===== config.mk =====
export PLATFORM = sky130hd
export DESIGN_NAME = c_token_lexer
export DESIGN_NICKNAME = d
export VERILOG_FILES = /design/src/sv/clx_pkg.sv /design/src/sv/c_token_lexer.sv /design/src/sv/clx_cmd_fifo.sv /design/src/sv/clx_front.sv /design/src/sv/clx_back.sv
export SDC_FILE = /design/constraint.sdc
export NUM_CORES = 1
export LEC_CHECK = 0
export ABC_AREA = 1
export BUFFER_PORTS_ARGS = -buffer_cell sky130_fd_sc_hd__buf_2
export CAP_MARGIN = 20
export CORE_MARGIN = 10
export CORE_UTILIZATION = 40
export CTS_CLUSTER_SIZE = 20
export DETAILED_ROUTE_END_ITERATION = 6
export PLACE_DENSITY = 0.58
export SKIP_CTS_REPAIR_TIMING = 1
export SLEW_MARGIN = 20
export SYNTH_ARGS = -nofsm -noshare
export SYNTH_HDL_FRONTEND = slang
export SYNTH_SLANG_ARGS = --single-unit

===== constraint.sdc =====
create_clock -name clock -period 22.3 [get_ports clock]
set_clock_uncertainty 0.05 [all_clocks]
set_input_delay 4.46 -clock clock [delete_from_list [all_inputs] [get_ports clock]]
set_output_delay 4.46 -clock clock [all_outputs]
set_load 0.05 [all_outputs]

===== src/sv/clx_pkg.sv =====
// clx_pkg: shared types, character codes and the keyword table of the C token lexer.
// Stands alone; every lexer file refers to it by scoped names.
package clx_pkg;

   // Largest number of word bytes ever kept, whatever MAX_WORD says.
   localparam int WORD_CAP_MAX = 40;

   localparam logic [30:0] NUM_MAX = 31'h7FFF_FFFF;
   localparam logic [31:0] LINE_MAX = 32'hFFFF_FFFF;

   // Token kinds on the result channel.
   localparam logic [2:0] TOK_NUMBER  = 3'd0;
   localparam logic [2:0] TOK_KEYWORD = 3'd1;
   localparam logic [2:0] TOK_IDENT   = 3'd2;
   localparam logic [2:0] TOK_SYMBOL  = 3'd3;
   localparam logic [2:0] TOK_END     = 3'd4;

   // Characters with a meaning of their own.
   localparam logic [7:0] CH_HASH   = 8'h23;
   localparam logic [7:0] CH_DOLLAR = 8'h24;
   localparam logic [7:0] CH_UNDER  = 8'h5F;
   localparam logic [7:0] CH_SPACE  = 8'h20;
   localparam logic [7:0] CH_TAB    = 8'h09;
   localparam logic [7:0] CH_NL     = 8'h0A;
   localparam logic [7:0] CH_ZERO   = 8'h30;
   localparam logic [7:0] CH_NINE   = 8'h39;

   typedef enum logic [1:0] {
      MODE_IDLE,
      MODE_SKIP,
      MODE_NUM,
      MODE_WORD
   } lex_mode_type;

   typedef enum logic [1:0] {
      FL_NONE,
      FL_NUMBER,
      FL_WORD
   } flush_kind_type;

   typedef enum logic [1:0] {
      TL_NONE,
      TL_SYMBOL,
      TL_END
   } tail_kind_type;

   typedef enum logic [1:0] {
      BK_IDLE,
      BK_WORD,
      BK_TAIL
   } back_state_type;

   typedef struct packed {
      logic [7:0] char_byte;
      logic       end_of_input;
   } req_type;

   typedef struct packed {
      logic [2:0]  token_kind;
      logic [30:0] number_value;
      logic        number_overflow;
      logic [4:0]  keyword_index;
      logic [63:0] text_chunk;
      logic [3:0]  chunk_bytes;
      logic        word_truncated;
      logic [7:0]  symbol_byte;
      logic [31:0] line_total;
      logic        last;
   } rsp_type;

   // One command per input byte that causes results: an optional flush of
   // the pending token, then an optional symbol or end report.
   typedef struct packed {
      flush_kind_type flush;
      tail_kind_type  tail;
      logic [30:0]    num_value;
      logic           num_sat;
      logic [5:0]     word_len;
      logic           word_ovf;
      logic [7:0]     sym;
      logic [31:0]    line_total;
   } cmd_type;

   typedef struct packed {
      logic       hit;
      logic [4:0] index;
   } kw_hit_type;

   // Keywords, right-justified with the first character most significant.
   localparam logic [63:0] KW_NAMES [32] = '{
      "auto", "default", "signed", "enum", "extern", "for", "register", "if",
      "else", "int", "while", "do", "break", "continue", "double", "float",
      "return", "char", "case", "const", "sizeof", "long", "short", "typedef",
      "switch", "unsigned", "void", "static", "struct", "goto", "union",
      "volatile"
   };

   function automatic logic is_digit(input logic [7:0] c);
      return (c >= CH_ZERO) && (c <= CH_NINE);
   endfunction

   function automatic logic is_letter(input logic [7:0] c);
      return ((c >= 8'h61) && (c <= 8'h7A)) || ((c >= 8'h41) && (c <= 8'h5A));
   endfunction

   // Match the first len bytes of text (first byte in the low bits).
   function automatic kw_hit_type kw_lookup(input logic [63:0] text, input logic [5:0] len);
      logic [63:0] word;
      logic [2:0]  src;
      kw_hit_type  r;
      word = '0;
      r    = '0;
      for (int p = 0; p < 8; p++) begin
         src = 3'(len - 6'(p) - 6'd1);
         if (6'(p) < len) begin
            word[8*p +: 8] = text[8*src +: 8];
         end
      end
      if ((len != 6'd0) && (len <= 6'd8)) begin
         for (int k = 0; k < 32; k++) begin
            if (!r.hit && (word == KW_NAMES[k])) begin
               r.hit   = 1'b1;
               r.index = 5'(k);
            end
         end
      end
      return r;
   endfunction

endpackage


===== src/sv/c_token_lexer.sv =====
// c_token_lexer: C token lexer, top level.
// Instantiates clx_front, clx_cmd_fifo and clx_back; uses clx_pkg.
//
// Usage:
//   Input channel: one source byte per beat on req_data (char_byte), taken
//   when push is high and full is low. A beat with end_of_input set carries
//   no character: it flushes the pending token, adds an end report with the
//   line total and returns the lexer to its reset state for a new text.
//   Result channel: a beat is shown while empty is low and taken with pop.
//   The last beat caused by one input byte has last set.
// Path: a number, symbol or end report passes through the command queue
//   and the output register; an identifier or keyword also waits for the
//   registered word buffer read, then comes one chunk per cycle while the receiver pops.
// Throughput: one byte per cycle while full is low. After a word ends the
//   front holds full high until the back has read the word buffer (the
//   keyword beat, or every chunk of an identifier), since the single word
//   buffer is shared by both halves.
//   The two-entry command queue absorbs short bursts of results.
// Stall: when the receiver does not pop, the output register holds its beat,
//   the back holds, the command queue fills and full rises.
// Reset: synchronous, active high; clears all control state, no clear pass.
module c_token_lexer #(
   parameter int MAX_WORD = 32
) (
   input  logic              clock,
   input  logic              reset,
   input  logic              push,
   output logic              full,
   input  clx_pkg::req_type  req_data,
   output logic              empty,
   input  logic              pop,
   output clx_pkg::rsp_type  rsp_data
);

   // Word buffer geometry: at most 40 bytes kept, read back in 8-byte rows.
   localparam int WORD_CAP  = (MAX_WORD < clx_pkg::WORD_CAP_MAX) ? MAX_WORD
                                                                  : clx_pkg::WORD_CAP_MAX;
   localparam int WORD_ROWS = (WORD_CAP + 7) / 8;
   localparam int ROW_W     = (WORD_ROWS > 1) ? $clog2(WORD_ROWS) : 1;

   clx_pkg::cmd_type cmd_wr_data, cmd_rd_data;
   logic             cmd_push, cmd_full, cmd_pop, cmd_empty;
   logic             word_done;
   logic [ROW_W-1:0] rd_row;
   logic [63:0]      rd_data;

   // Front: classify bytes, build tokens, issue one command per result group.
   clx_front #(
      .MAX_WORD (MAX_WORD)
   ) u_front (
      .clock     (clock),
      .reset     (reset),
      .push      (push),
      .full      (full),
      .req_data  (req_data),
      .cmd_full  (cmd_full),
      .cmd_push  (cmd_push),
      .cmd_data  (cmd_wr_data),
      .word_done (word_done),
      .rd_row    (rd_row),
      .rd_data   (rd_data)
   );

   // Decouple the byte side from the result side.
   clx_cmd_fifo u_cmd_fifo (
      .clock   (clock),
      .reset   (reset),
      .wr_en   (cmd_push),
      .wr_data (cmd_wr_data),
      .full    (cmd_full),
      .rd_en   (cmd_pop),
      .rd_data (cmd_rd_data),
      .empty   (cmd_empty)
   );

   // Back: expand commands into result beats, keyword match, chunking.
   clx_back #(
      .MAX_WORD (MAX_WORD)
   ) u_back (
      .clock     (clock),
      .reset     (reset),
      .cmd_empty (cmd_empty),
      .cmd_pop   (cmd_pop),
      .cmd_data  (cmd_rd_data),
      .rd_row    (rd_row),
      .rd_data   (rd_data),
      .word_done (word_done),
      .empty     (empty),
      .pop       (pop),
      .rsp_data  (rsp_data)
   );

endmodule


===== src/sv/clx_cmd_fifo.sv =====
// clx_cmd_fifo: two-entry command queue between lexer front and back.
// Uses clx_pkg::cmd_type.
module clx_cmd_fifo (
   input  logic              clock,
   input  logic              reset,
   input  logic              wr_en,
   input  clx_pkg::cmd_type  wr_data,
   output logic              full,
   input  logic              rd_en,
   output clx_pkg::cmd_type  rd_data,
   output logic              empty
);

   clx_pkg::cmd_type entry_ff [2];
   logic       wr_ptr_ff, wr_ptr_in;
   logic       rd_ptr_ff, rd_ptr_in;
   logic [1:0] count_ff, count_in;
   logic       do_wr, do_rd;

   assign full    = (count_ff == 2'd2);
   assign empty   = (count_ff == 2'd0);
   assign do_wr   = wr_en & ~full;
   assign do_rd   = rd_en & ~empty;
   assign rd_data = entry_ff[rd_ptr_ff];

   always_comb begin
      wr_ptr_in = wr_ptr_ff ^ do_wr;
      rd_ptr_in = rd_ptr_ff ^ do_rd;
      count_in  = count_ff + {1'b0, do_wr} - {1'b0, do_rd};
   end

   always_ff @(posedge clock) begin
      if (reset) begin
         wr_ptr_ff <= 1'b0;
         rd_ptr_ff <= 1'b0;
         count_ff  <= 2'd0;
      end else begin
         wr_ptr_ff <= wr_ptr_in;
         rd_ptr_ff <= rd_ptr_in;
         count_ff  <= count_in;
      end
   end

   always_ff @(posedge clock) begin
      if (do_wr) begin
         entry_ff[wr_ptr_ff] <= wr_data;
      end
   end

endmodule


===== src/sv/clx_front.sv =====
// clx_front: accepts source bytes, tracks the token in progress, keeps the word
// buffer and issues flush/symbol/end commands. Uses clx_pkg.
module clx_front #(
   parameter int MAX_WORD = 32
) (
   input  logic              clock,
   input  logic              reset,
   input  logic              push,
   output logic              full,
   input  clx_pkg::req_type  req_data,
   input  logic              cmd_full,
   output logic              cmd_push,
   output clx_pkg::cmd_type  cmd_data,
   input  logic              word_done,
   input  logic [((((MAX_WORD < clx_pkg::WORD_CAP_MAX) ? MAX_WORD : clx_pkg::WORD_CAP_MAX)
                  + 7) / 8 > 1 ? $clog2((((MAX_WORD < clx_pkg::WORD_CAP_MAX) ? MAX_WORD
                  : clx_pkg::WORD_CAP_MAX) + 7) / 8) : 1) - 1:0] rd_row,
   output logic [63:0]       rd_data
);

   localparam int WORD_CAP  = (MAX_WORD < clx_pkg::WORD_CAP_MAX) ? MAX_WORD
                                                                  : clx_pkg::WORD_CAP_MAX;
   localparam int WORD_ROWS = (WORD_CAP + 7) / 8;
   localparam int ROW_W     = (WORD_ROWS > 1) ? $clog2(WORD_ROWS) : 1;

   clx_pkg::lex_mode_type mode_ff, mode_in;
   logic [30:0] acc_ff, acc_in;
   logic        sat_ff, sat_in;
   logic [5:0]  len_ff, len_in;
   logic        ovf_ff, ovf_in;
   logic [31:0] line_ff, line_in;
   logic        busy_ff, busy_in;

   logic [7:0][7:0] word_mem [WORD_ROWS];
   logic [63:0]     rd_data_ff;

   logic [7:0]  c;
   logic        accept, digit, letter, word_char, consumed;
   logic [34:0] prod;
   logic        wr_en;
   logic [5:0]  wr_idx;
   clx_pkg::cmd_type cmd;

   assign full    = cmd_full | busy_ff;
   assign accept  = push & ~full;
   assign c       = req_data.char_byte;
   assign digit   = clx_pkg::is_digit(c);
   assign letter  = clx_pkg::is_letter(c);
   assign word_char = digit | letter | (c == clx_pkg::CH_UNDER) | (c == clx_pkg::CH_DOLLAR);
   // acc * 10 + digit
   assign prod = {1'b0, acc_ff, 3'b000} + {3'b000, acc_ff, 1'b0} + {31'd0, c[3:0]};
   assign rd_data = rd_data_ff;

   always_comb begin
      mode_in  = mode_ff;
      acc_in   = acc_ff;
      sat_in   = sat_ff;
      len_in   = len_ff;
      ovf_in   = ovf_ff;
      line_in  = line_ff;
      busy_in  = busy_ff & ~word_done;
      wr_en    = 1'b0;
      wr_idx   = len_ff;
      consumed = 1'b0;
      cmd            = '0;
      cmd.flush      = clx_pkg::FL_NONE;
      cmd.tail       = clx_pkg::TL_NONE;
      cmd.num_value  = acc_ff;
      cmd.num_sat    = sat_ff;
      cmd.word_len   = len_ff;
      cmd.word_ovf   = ovf_ff;
      cmd.sym        = c;
      cmd.line_total = line_ff;

      if (accept && req_data.end_of_input) begin
         // Flush the pending token, report, and return to the reset state.
         if (mode_ff == clx_pkg::MODE_NUM) begin
            cmd.flush = clx_pkg::FL_NUMBER;
         end else if (mode_ff == clx_pkg::MODE_WORD) begin
            cmd.flush = clx_pkg::FL_WORD;
         end
         cmd.tail = clx_pkg::TL_END;
         mode_in  = clx_pkg::MODE_IDLE;
         acc_in   = '0;
         sat_in   = 1'b0;
         len_in   = '0;
         ovf_in   = 1'b0;
         line_in  = '0;
      end else if (accept) begin
         case (mode_ff)
            clx_pkg::MODE_NUM: begin
               if (digit) begin
                  consumed = 1'b1;
                  if (prod > {4'd0, clx_pkg::NUM_MAX}) begin
                     acc_in = clx_pkg::NUM_MAX;
                     sat_in = 1'b1;
                  end else begin
                     acc_in = prod[30:0];
                  end
               end else begin
                  cmd.flush = clx_pkg::FL_NUMBER;
               end
            end
            clx_pkg::MODE_WORD: begin
               if (word_char) begin
                  consumed = 1'b1;
                  if (len_ff < 6'(WORD_CAP)) begin
                     wr_en  = 1'b1;
                     len_in = len_ff + 6'd1;
                  end else begin
                     ovf_in = 1'b1;
                  end
               end else begin
                  cmd.flush = clx_pkg::FL_WORD;
               end
            end
            clx_pkg::MODE_SKIP: begin
               consumed = (c != clx_pkg::CH_NL);
            end
            default: begin
            end
         endcase

         // The byte that ends a token is lexed in its own right.
         if (!consumed) begin
            mode_in = clx_pkg::MODE_IDLE;
            if (c == clx_pkg::CH_HASH) begin
               mode_in = clx_pkg::MODE_SKIP;
            end else if (digit) begin
               mode_in = clx_pkg::MODE_NUM;
               acc_in  = {27'd0, c[3:0]};
               sat_in  = 1'b0;
            end else if (letter) begin
               mode_in = clx_pkg::MODE_WORD;
               wr_en   = 1'b1;
               wr_idx  = 6'd0;
               len_in  = 6'd1;
               ovf_in  = 1'b0;
            end else if ((c == clx_pkg::CH_SPACE) || (c == clx_pkg::CH_TAB)) begin
            end else if (c == clx_pkg::CH_NL) begin
               if (line_ff != clx_pkg::LINE_MAX) begin
                  line_in = line_ff + 32'd1;
               end
            end else begin
               cmd.tail = clx_pkg::TL_SYMBOL;
            end
         end
      end

      cmd_push = accept & ((cmd.flush != clx_pkg::FL_NONE) || (cmd.tail != clx_pkg::TL_NONE));
      // Hold the word buffer until the back has read every chunk of it.
      if (cmd_push && (cmd.flush == clx_pkg::FL_WORD)) begin
         busy_in = 1'b1;
      end
   end

   assign cmd_data = cmd;

   always_ff @(posedge clock) begin
      if (reset) begin
         mode_ff <= clx_pkg::MODE_IDLE;
         acc_ff  <= '0;
         sat_ff  <= 1'b0;
         len_ff  <= '0;
         ovf_ff  <= 1'b0;
         line_ff <= '0;
         busy_ff <= 1'b0;
      end else begin
         mode_ff <= mode_in;
         acc_ff  <= acc_in;
         sat_ff  <= sat_in;
         len_ff  <= len_in;
         ovf_ff  <= ovf_in;
         line_ff <= line_in;
         busy_ff <= busy_in;
      end
   end

   always_ff @(posedge clock) begin
      if (wr_en) begin
         word_mem[wr_idx[ROW_W+2:3]][wr_idx[2:0]] <= c;
      end
      rd_data_ff <= word_mem[rd_row];
   end

   wr_while_busy: assert property (@(posedge clock) disable iff (reset)
      wr_en |-> !busy_ff)
      else $error("word buffer written while the back reads it");

   word_not_empty: assert property (@(posedge clock) disable iff (reset)
      (mode_ff == clx_pkg::MODE_WORD) |-> (len_ff != 6'd0))
      else $error("word mode with empty word buffer");

endmodule


===== src/sv/clx_back.sv =====
// clx_back: expands queued commands into result beats (number, keyword,
// identifier chunks, symbol, end report) through a one-beat output register.
// Uses clx_pkg; reads the word buffer held in clx_front.
module clx_back #(
   parameter int MAX_WORD = 32
) (
   input  logic              clock,
   input  logic              reset,
   input  logic              cmd_empty,
   output logic              cmd_pop,
   input  clx_pkg::cmd_type  cmd_data,
   output logic [((((MAX_WORD < clx_pkg::WORD_CAP_MAX) ? MAX_WORD : clx_pkg::WORD_CAP_MAX)
                  + 7) / 8 > 1 ? $clog2((((MAX_WORD < clx_pkg::WORD_CAP_MAX) ? MAX_WORD
                  : clx_pkg::WORD_CAP_MAX) + 7) / 8) : 1) - 1:0] rd_row,
   input  logic [63:0]       rd_data,
   output logic              word_done,
   output logic              empty,
   input  logic              pop,
   output clx_pkg::rsp_type  rsp_data
);

   localparam int WORD_CAP  = (MAX_WORD < clx_pkg::WORD_CAP_MAX) ? MAX_WORD
                                                                  : clx_pkg::WORD_CAP_MAX;
   localparam int WORD_ROWS = (WORD_CAP + 7) / 8;
   localparam int ROW_W     = (WORD_ROWS > 1) ? $clog2(WORD_ROWS) : 1;

   clx_pkg::back_state_type state_ff, state_in;
   logic [ROW_W-1:0] chunk_ff, chunk_in;
   logic             valid_ff, valid_in;
   clx_pkg::rsp_type rsp_ff, res;
   logic             load;

   logic             adv, have, last_chunk, word_end, kw_now, tail_none;
   logic [5:0]       rem;
   logic [3:0]       nbytes;
   logic [63:0]      chunk_text;
   clx_pkg::kw_hit_type kw;
   clx_pkg::rsp_type base, tail_res;

   assign adv       = ~valid_ff | pop;
   assign have      = ~cmd_empty;
   assign tail_none = (cmd_data.tail == clx_pkg::TL_NONE);
   assign kw        = clx_pkg::kw_lookup(rd_data, cmd_data.word_len);
   assign kw_now    = kw.hit & ~cmd_data.word_ovf & (chunk_ff == '0);
   assign rem       = cmd_data.word_len - 6'({chunk_ff, 3'b000});
   assign last_chunk = (rem <= 6'd8);
   assign nbytes    = last_chunk ? rem[3:0] : 4'd8;
   assign word_end  = kw_now | last_chunk;

   always_comb begin
      chunk_text = '0;
      for (int b = 0; b < 8; b++) begin
         if (4'(b) < nbytes) begin
            chunk_text[8*b +: 8] = rd_data[8*b +: 8];
         end
      end
   end

   always_comb begin
      base            = '0;
      base.line_total = cmd_data.line_total;
      tail_res        = base;
      tail_res.last   = 1'b1;
      if (cmd_data.tail == clx_pkg::TL_END) begin
         tail_res.token_kind = clx_pkg::TOK_END;
      end else begin
         tail_res.token_kind  = clx_pkg::TOK_SYMBOL;
         tail_res.symbol_byte = cmd_data.sym;
      end
   end

   // Next state.
   always_comb begin
      state_in = state_ff;
      case (state_ff)
         clx_pkg::BK_IDLE: begin
            if (have) begin
               if (cmd_data.flush == clx_pkg::FL_WORD) begin
                  state_in = clx_pkg::BK_WORD;
               end else if ((cmd_data.flush == clx_pkg::FL_NUMBER) && !tail_none && adv) begin
                  state_in = clx_pkg::BK_TAIL;
               end
            end
         end
         clx_pkg::BK_WORD: begin
            if (adv && word_end) begin
               state_in = tail_none ? clx_pkg::BK_IDLE : clx_pkg::BK_TAIL;
            end
         end
         clx_pkg::BK_TAIL: begin
            if (adv) begin
               state_in = clx_pkg::BK_IDLE;
            end
         end
         default: begin
            state_in = clx_pkg::BK_IDLE;
         end
      endcase
   end

   // Outputs.
   always_comb begin
      load      = 1'b0;
      res       = base;
      cmd_pop   = 1'b0;
      word_done = 1'b0;
      chunk_in  = chunk_ff;
      case (state_ff)
         clx_pkg::BK_IDLE: begin
            if (have && adv) begin
               if (cmd_data.flush == clx_pkg::FL_NUMBER) begin
                  load                = 1'b1;
                  res.token_kind      = clx_pkg::TOK_NUMBER;
                  res.number_value    = cmd_data.num_value;
                  res.number_overflow = cmd_data.num_sat;
                  res.last            = tail_none;
                  cmd_pop             = tail_none;
               end else if (cmd_data.flush == clx_pkg::FL_NONE) begin
                  load    = 1'b1;
                  res     = tail_res;
                  cmd_pop = 1'b1;
               end
            end
         end
         clx_pkg::BK_WORD: begin
            if (adv) begin
               load = 1'b1;
               if (kw_now) begin
                  res.token_kind    = clx_pkg::TOK_KEYWORD;
                  res.keyword_index = kw.index;
               end else begin
                  res.token_kind     = clx_pkg::TOK_IDENT;
                  res.text_chunk     = chunk_text;
                  res.chunk_bytes    = nbytes;
                  res.word_truncated = cmd_data.word_ovf;
               end
               res.last = word_end & tail_none;
               if (word_end) begin
                  word_done = 1'b1;
                  cmd_pop   = tail_none;
                  chunk_in  = '0;
               end else begin
                  chunk_in = chunk_ff + ROW_W'(1);
               end
            end
         end
         clx_pkg::BK_TAIL: begin
            if (adv) begin
               load    = 1'b1;
               res     = tail_res;
               cmd_pop = 1'b1;
            end
         end
         default: begin
         end
      endcase
   end

   // Address the row that the next cycle needs; read data is registered.
   assign rd_row   = chunk_in;
   assign valid_in = load | (valid_ff & ~pop);
   assign empty    = ~valid_ff;
   assign rsp_data = rsp_ff;

   always_ff @(posedge clock) begin
      if (reset) begin
         state_ff <= clx_pkg::BK_IDLE;
         chunk_ff <= '0;
         valid_ff <= 1'b0;
      end else begin
         state_ff <= state_in;
         chunk_ff <= chunk_in;
         valid_ff <= valid_in;
      end
   end

   always_ff @(posedge clock) begin
      if (load) begin
         rsp_ff <= res;
      end
   end

   busy_needs_cmd: assert property (@(posedge clock) disable iff (reset)
      (state_ff != clx_pkg::BK_IDLE) |-> have)
      else $error("back busy without a queued command");

   pop_on_last: assert property (@(posedge clock) disable iff (reset)
      cmd_pop |-> (load && res.last))
      else $error("command retired without its last beat");

endmodule

==> results.yml, run 1 <==
sta:
  hold_slack_ns: 0.424
  fmax_mhz: 106
  final.min_clock_period_ns: 9.41
  finalSetupTns_ns: 0
  tightest_slew_ns: 1.17
  drv_slew: 0
  slew_headroom_pct: 21.7
  min_period_over_period_pct: 42.2
  hold_viol: 0
  grt_setup_unrepaired: "no"
  setup_viol: 0
clock_network:
  cts_max_path_buffers: 3
  htree_levels: 3
  clk_latency_ns: 0.65
  numCtsBuffers: 78
  cts_tree: "done"
  clkTransAtPathRegs_ns: 0.06
  cts_root_buffer: "clkbuf_16"
  cts.sinks: 719
drt:
  drc_errors: 4
  wl_mm: 102
  vias_per_cell: 5.24
  vias: 26200
  drt_iter0_drc: 2417
  ant_nets: 0
  firstDrtPassIters: 7
  wl_per_cell_um: 20.4
synthesis:
  syn-cell-area_um2: 34500
  yosys.cell_types.count: 61
  synthCells: 3650
  async_flop_share_pct: 0
  yosysWarnings: 0
  synth_seq_cells: 719
  synth_nets: 3742
  synth.avg_cell_area_um2: 9.44
  synth_ff_type: "edfxtp_1"
  synth_edf_count: 572
  yosysSeqAreaShare_pct: 58.4
cells_and_area:
  syn2layout_area_growth_pct: 12.8
  fin_nets: 3886
  diodes: 0
  drive_gt1_share_pct: 11.3
  stdcell_area_um2: 38900
run:
  maxCapViolations: 0
setup_path:
  cp_common_cell: "a21oi_1"
  start_kind: "input pin"
  crit_path_max_fanout: 40
  crit_buf_inv: 5
  r2r-start: "u_cmd_fifo.rd_ptr_ff$_SDFF_PP0_"
  reg2reg_depth: 42
  r2r-end: "u_front.rd_data[54]$_DFF_P_"
  reg2reg_setup_slack_ns: 13.00
  crit_family: "compound AO/OA/AOI/OAI gates"
  critPathKind: "input pin to flip-flop"
  worst_path_max_delay_cell: "fa_1"
  critPathCaptureType: "flip-flop"
  cp_slowest_stage_delay_ns: 0.62
  cp.arrival_ns: 9.86
  cp_data_required_time_ns: 22.75
die:
  die_w_um: 314
  io_pins: 165
  coreArea_um2: 85300
  start_util_pct: 40.4
  die_height_um: 314
  fp-row-count: 107
  die-area_um2: 98300
min_path:
  min_path_type: "flip-flop to flip-flop"
  min_path_cells: 0
  worst_hold_startpoint: "u_front.line_ff[21]$_SDFFE_PP0P_"
  hold_end: "u_cmd_fifo.entry_ff[0][21]$_DFFE_PP_"
placed_design:
  gp_congestion: 0.986
  numPortBuffers: 164
  dp_hpwl_mm: 71.8
  placed_cell_area_um2: 36300
status:
  status: "complete, but fails checks"
  failed_checks: "DRC"
global_route:
  grt_pass1_vias: 24600
  grt_pass1_wl_mm: 153
  grt_usage_pct: 20.1
  antenna_found_initial: 3
  grt_max_degree: 152
  grt_overflow: 0
power_and_ir_drop:
  vdd_drop_max_uv: 141
  pwr_density_cell_nw_per_um2: 154
  total_leakage_power_nw: 16.1
final cells by class:
cell class	count	area (µm²)
clock buffers	109	2170
repair buffers	193	1050
flip-flops and latches	719	20100
clock inverters	37	368
inverters	423	1590
fillers	8076	46400
well taps	1144	1430
multi-input cells	2379	12100
registers in the layout (all words and copies together) (netlist names), 2 cells and up, named ones only:
signal	count
u_back.rsp_data	150
u_front.line_ff	32
u_back.chunk_ff	2
u_front.rd_data	64
u_front.mode_ff	2
u_cmd_fifo.count_ff	2
u_front.word_mem	256
u_cmd_fifo.entry_ff	166
u_back.state_ff	2
u_front.len_ff	6
u_front.acc_ff	30
cells in the mapped netlist (2+ instances only):
library cell	number	area [µm²]
buf_2	41	205
edfxtp_1	572	17200
o211ai_1	108	811
ha_1	76	951
buf_6	11	124
inv_2	23	86.3
nand2_4	7	78.8
o31ai_1	2	15.0
nand2_1	931	3490
a211oi_1	6	45.0
xnor2_1	15	131
mux2i_1	2	20.0
buf_1	7	26.3
a21oi_2	2	17.5
nand3_1	367	1840
o41ai_1	2	17.5
a21oi_1	169	846
nor2_1	331	1240
nor3_1	55	275
or2_2	3	18.8
nand4_1	40	250
nand3b_1	2	15.0
o221ai_1	10	87.6
and3_1	3	18.8
xor2_1	20	175
o211ai_2	39	488
nor3b_1	6	45.0
clkinv_1	2	7.51
nand2_2	24	150
o21ai_0	78	390
and2_1	2	12.5
o21a_1	5	37.5
fa_1	3	60.1
clkbuf_1	54	203
nor4_1	26	163
dfxtp_1	147	2940
nor3_2	3	30.0
inv_1	397	1490
nor2_2	7	43.8
o21ai_1	3	15.0
a31oi_1	7	43.8
nand3_2	8	80.1
buf_4	16	120
cells by family (layout without fill, tap and decap cells):
logic type	Yosys count	count (layout)	share of synthesized area (%)
AND/OR/NAND/NOR	1823	1823	22.8
XOR/XNOR	35	35	0.890
AO/OA/AOI/OAI	440	440	8.38
buffers and inverters	552	762	6.58
multiplexers	2	2	0.0581
adder cells (fa/ha/maj)	79	79	2.93
flip-flops	719	719	58.4
placed cells by master (no fill, tap or decap), types with 74 or more instances in the layout:
cell	count
o211ai_1	108
clkbuf_16	79
buf_2	164
nor2_1	331
nand3_1	367
edfxtp_1	572
dfxtp_1	146
nand2_1	930
ha_1	74
o21ai_0	78
a21oi_1	168
inv_1	396
report_power, final:
group | switching, mW | leakage, nW | total [mW] | internal (mW)
combinational | 2.16 | 8.27 | 2.75 | 0.586
sequential | 0.134 | 6.59 | 1.95 | 1.82
clock | 0.540 | 1.23 | 1.26 | 0.724
total | 2.84 | 16.1 | 5.97 | 3.13
routing by layer:
metal | global-route usage (%) | share of wire (%)
met5 | 0 | 0.013
met4 | 7.26 | 3.5
met2 | 32.5 | 46
met1 | 26.9 | 44
met3 | 3.52 | 6.4
worst max-delay path by stage:
stage,from,end,slack [ns],cells past startpoint
after floorplan,pop,u_back.rsp_data[0]$_DFFE_PP_,9.54,4
after global placement,req_data[4],u_front.acc_ff[3]$_SDFFE_PP0P_,12.40,29
after detailed placement,req_data[4],u_front.acc_ff[3]$_SDFFE_PP0P_,12.23,29
after CTS,req_data[4],u_front.acc_ff[3]$_SDFFE_PP0P_,12.90,29
after global routing,req_data[4],u_front.acc_ff[3]$_SDFFE_PP0P_,12.19,29
final,req_data[4],u_front.acc_ff[3]$_SDFFE_PP0P_,12.90,26
through the flow:
step	cells	power [mW]	setup WS [ns]	utilization, %
after detailed placement	4858	4.70	12.23	42.6
after global routing	5004	6.29	12.19	45.6
final	5004	5.97	12.90	45.6
after global placement	4858	4.70	12.40	42.6
after floorplan	3650	3.93	9.54	-
after CTS	5004	5.97	12.90	45.6
Power figures use the tool's default switching activity.
==> run 2: changes to the inputs <==
PLACE_DENSITY = 0.6   (was 0.58)
clock period = 7.54 ns   (was 22.3 ns; I/O delays follow)
==> run 2 against run 1 <==
  * The run now ends clean
  * Wire length rose by 0.42%
  * Clock-buffer cell count shrank 14
  * Sequential cell count unchanged
==> results.yml, run 2 (synthesis results as in run 1) <==
cells_and_area:
  final_cell_mix: "930 x nand2_1, 572 x edfxtp_1, 397 x inv_1, 367 x nand3_1, 331 x nor2_1"
  syn2layout_area_growth_pct: 13.4
  fin_nets: 3904
  stdcell_area_um2: 39100
  drive_gt1_share_pct: 11.8
  largest_register_ffs: 256
  layout_commonest_cell: "nand2_1"
  finalNonFillerCells: 5022
  fillers: 8168
sta:
  drv_slew: 0
  fin_ws_ns: 1.33
  fmax_mhz: 161
  hold_viol: 0
  setup_viol: 0
  tightest_slew_ns: 0.965
  min_period_over_period_pct: 82.3
  grt_setup_unrepaired: "no"
  hold_slack_ns: 0.429
  slew_headroom_pct: 35.6
  finalSetupTns_ns: 0
  final.min_clock_period_ns: 6.21
global_route:
  grt_pass1_vias: 25300
  grt_pass1_wl_mm: 155
  grt_max_degree: 152
  grt_overflow: 0
  antenna_found_initial: 5
  grt_usage_pct: 20.3
placed_design:
  numPortBuffers: 164
  place_ws_ns: 0.822
  dp_hpwl_mm: 73.2
  gp_congestion: 1.04
  placed_cell_area_um2: 36500
  dp.cells: 4876
drt:
  vias_per_cell: 5.29
  drt_iter0_drc: 2439
  drc_errors: 0
  vias: 26600
  ant_nets: 0
  wl_per_cell_um: 20.4
  firstDrtPassIters: 6
  wl_mm: 103
setup_path:
  cp_slowest_stage_delay_ns: 0.47
  critPathCaptureType: "flip-flop"
  start_kind: "flip-flop"
  crit_path_max_fanout: 94
  critPathKind: "flip-flop to flip-flop"
  cp_data_required_time_ns: 7.98
  cp_common_cell: "nand2_1"
  cp.arrival_ns: 6.64
  worst_path_max_delay_cell: "nand2_8"
clock_network:
  cts_max_path_buffers: 3
  htree_levels: 3
  cts_tree: "done"
  clk_latency_ns: 0.63
  cts_root_buffer: "clkbuf_16"
  numCtsBuffers: 78
  clkTransAtPathRegs_ns: 0.07
  cts.sinks: 719
power_and_ir_drop:
  total_leakage_power_nw: 16.2
  vdd_drop_max_uv: 483
  pwr_density_cell_nw_per_um2: 455
die:
  die-area_um2: 98300
  die_w_um: 314
  io_pins: 165
  coreArea_um2: 85300
  start_util_pct: 40.4
  fp-row-count: 107
  die_height_um: 314
min_path:
  min_path_type: "flip-flop to flip-flop"
status:
  status: "complete, no violations"
run:
  maxCapViolations: 0
==> run 2: cell types whose count changed in the layout (fill, tap and decap cells not counted), sizes merged <==
cell	before	now
clkinv	31	37
inv	423	427
bufinv	3	6
diode	0	1
clkbuf	109	95
buf	193	211
==> run 2: layout make-up <==
type / instances / area [µm²] / share of cell area (%)
Multi-Input combinational cell: 2379 / 12100 / 31.1
Timing Repair Buffer: 211 / 1220 / 3.13
Sequential cell: 719 / 20100 / 51.5
Inverter: 423 / 1590 / 4.07
Tap cell: 1144 / 1430 / 3.66
Antenna cell: 1 / 2.50 / 0.00641
Clock inverter: 50 / 475 / 1.22
Clock buffer: 95 / 2090 / 5.35
==> run 2: worst max-delay path, delay by kind of cell, from the launching register on <==
kind / cells / cell delay, ns
flops: 1 / 0.38
simple gates: 26 / 3.66
compound gates: 2 / 0.28
fa+ha+maj: 1 / 0.30
buf+inv: 6 / 1.23
==> run 2: report_power, final <==
| part | total [mW] | internal [mW] | switching [mW] |
|---|---|---|---|
| Sequential | 5.75 | 5.37 | 0.377 |
| Clock | 3.80 | 2.20 | 1.60 |
| Combinational | 8.24 | 1.79 | 6.44 |
==> run 2: per-layer routing <==
metal / wire, µm / vias up / global-route usage [%]
met5: 21 / - / 0
met1: 43500 / 12600 / 27.1
met2: 47700 / 1022 / 32.8
met3: 7230 / 221 / 2.95
met4: 4050 / 4 / 8.54
li1: - / 12800 / -
==> run 2: stage by stage <==
stage	power [mW]	util [%]
6_report	17.8	45.8
5_1_grt	18.7	45.8
4_1_cts	17.8	45.8
3_5_place_dp	14.0	42.8
3_3_place_gp	14.0	42.8
2_1_floorplan	11.5	-
==> run 2: final timing paths <==
| check | slack (ns) | cells after the start | endpoint | from |
|---|---|---|---|---|
| setup / recovery | 1.33 | 35 | u_front.rd_data[17]$_DFF_P_ | u_cmd_fifo.rd_ptr_ff$_SDFF_PP0_ |
| hold / removal | 0.43 | 2 | u_front.busy_ff$_SDFF_PP0_ | u_front.busy_ff$_SDFF_PP0_ |
| setup reg to reg | 1.33 | 35 | u_front.rd_data[17]$_DFF_P_ | u_cmd_fifo.rd_ptr_ff$_SDFF_PP0_ |
| hold reg to reg | 0.43 | 2 | u_front.busy_ff$_SDFF_PP0_ | u_front.busy_ff$_SDFF_PP0_ |
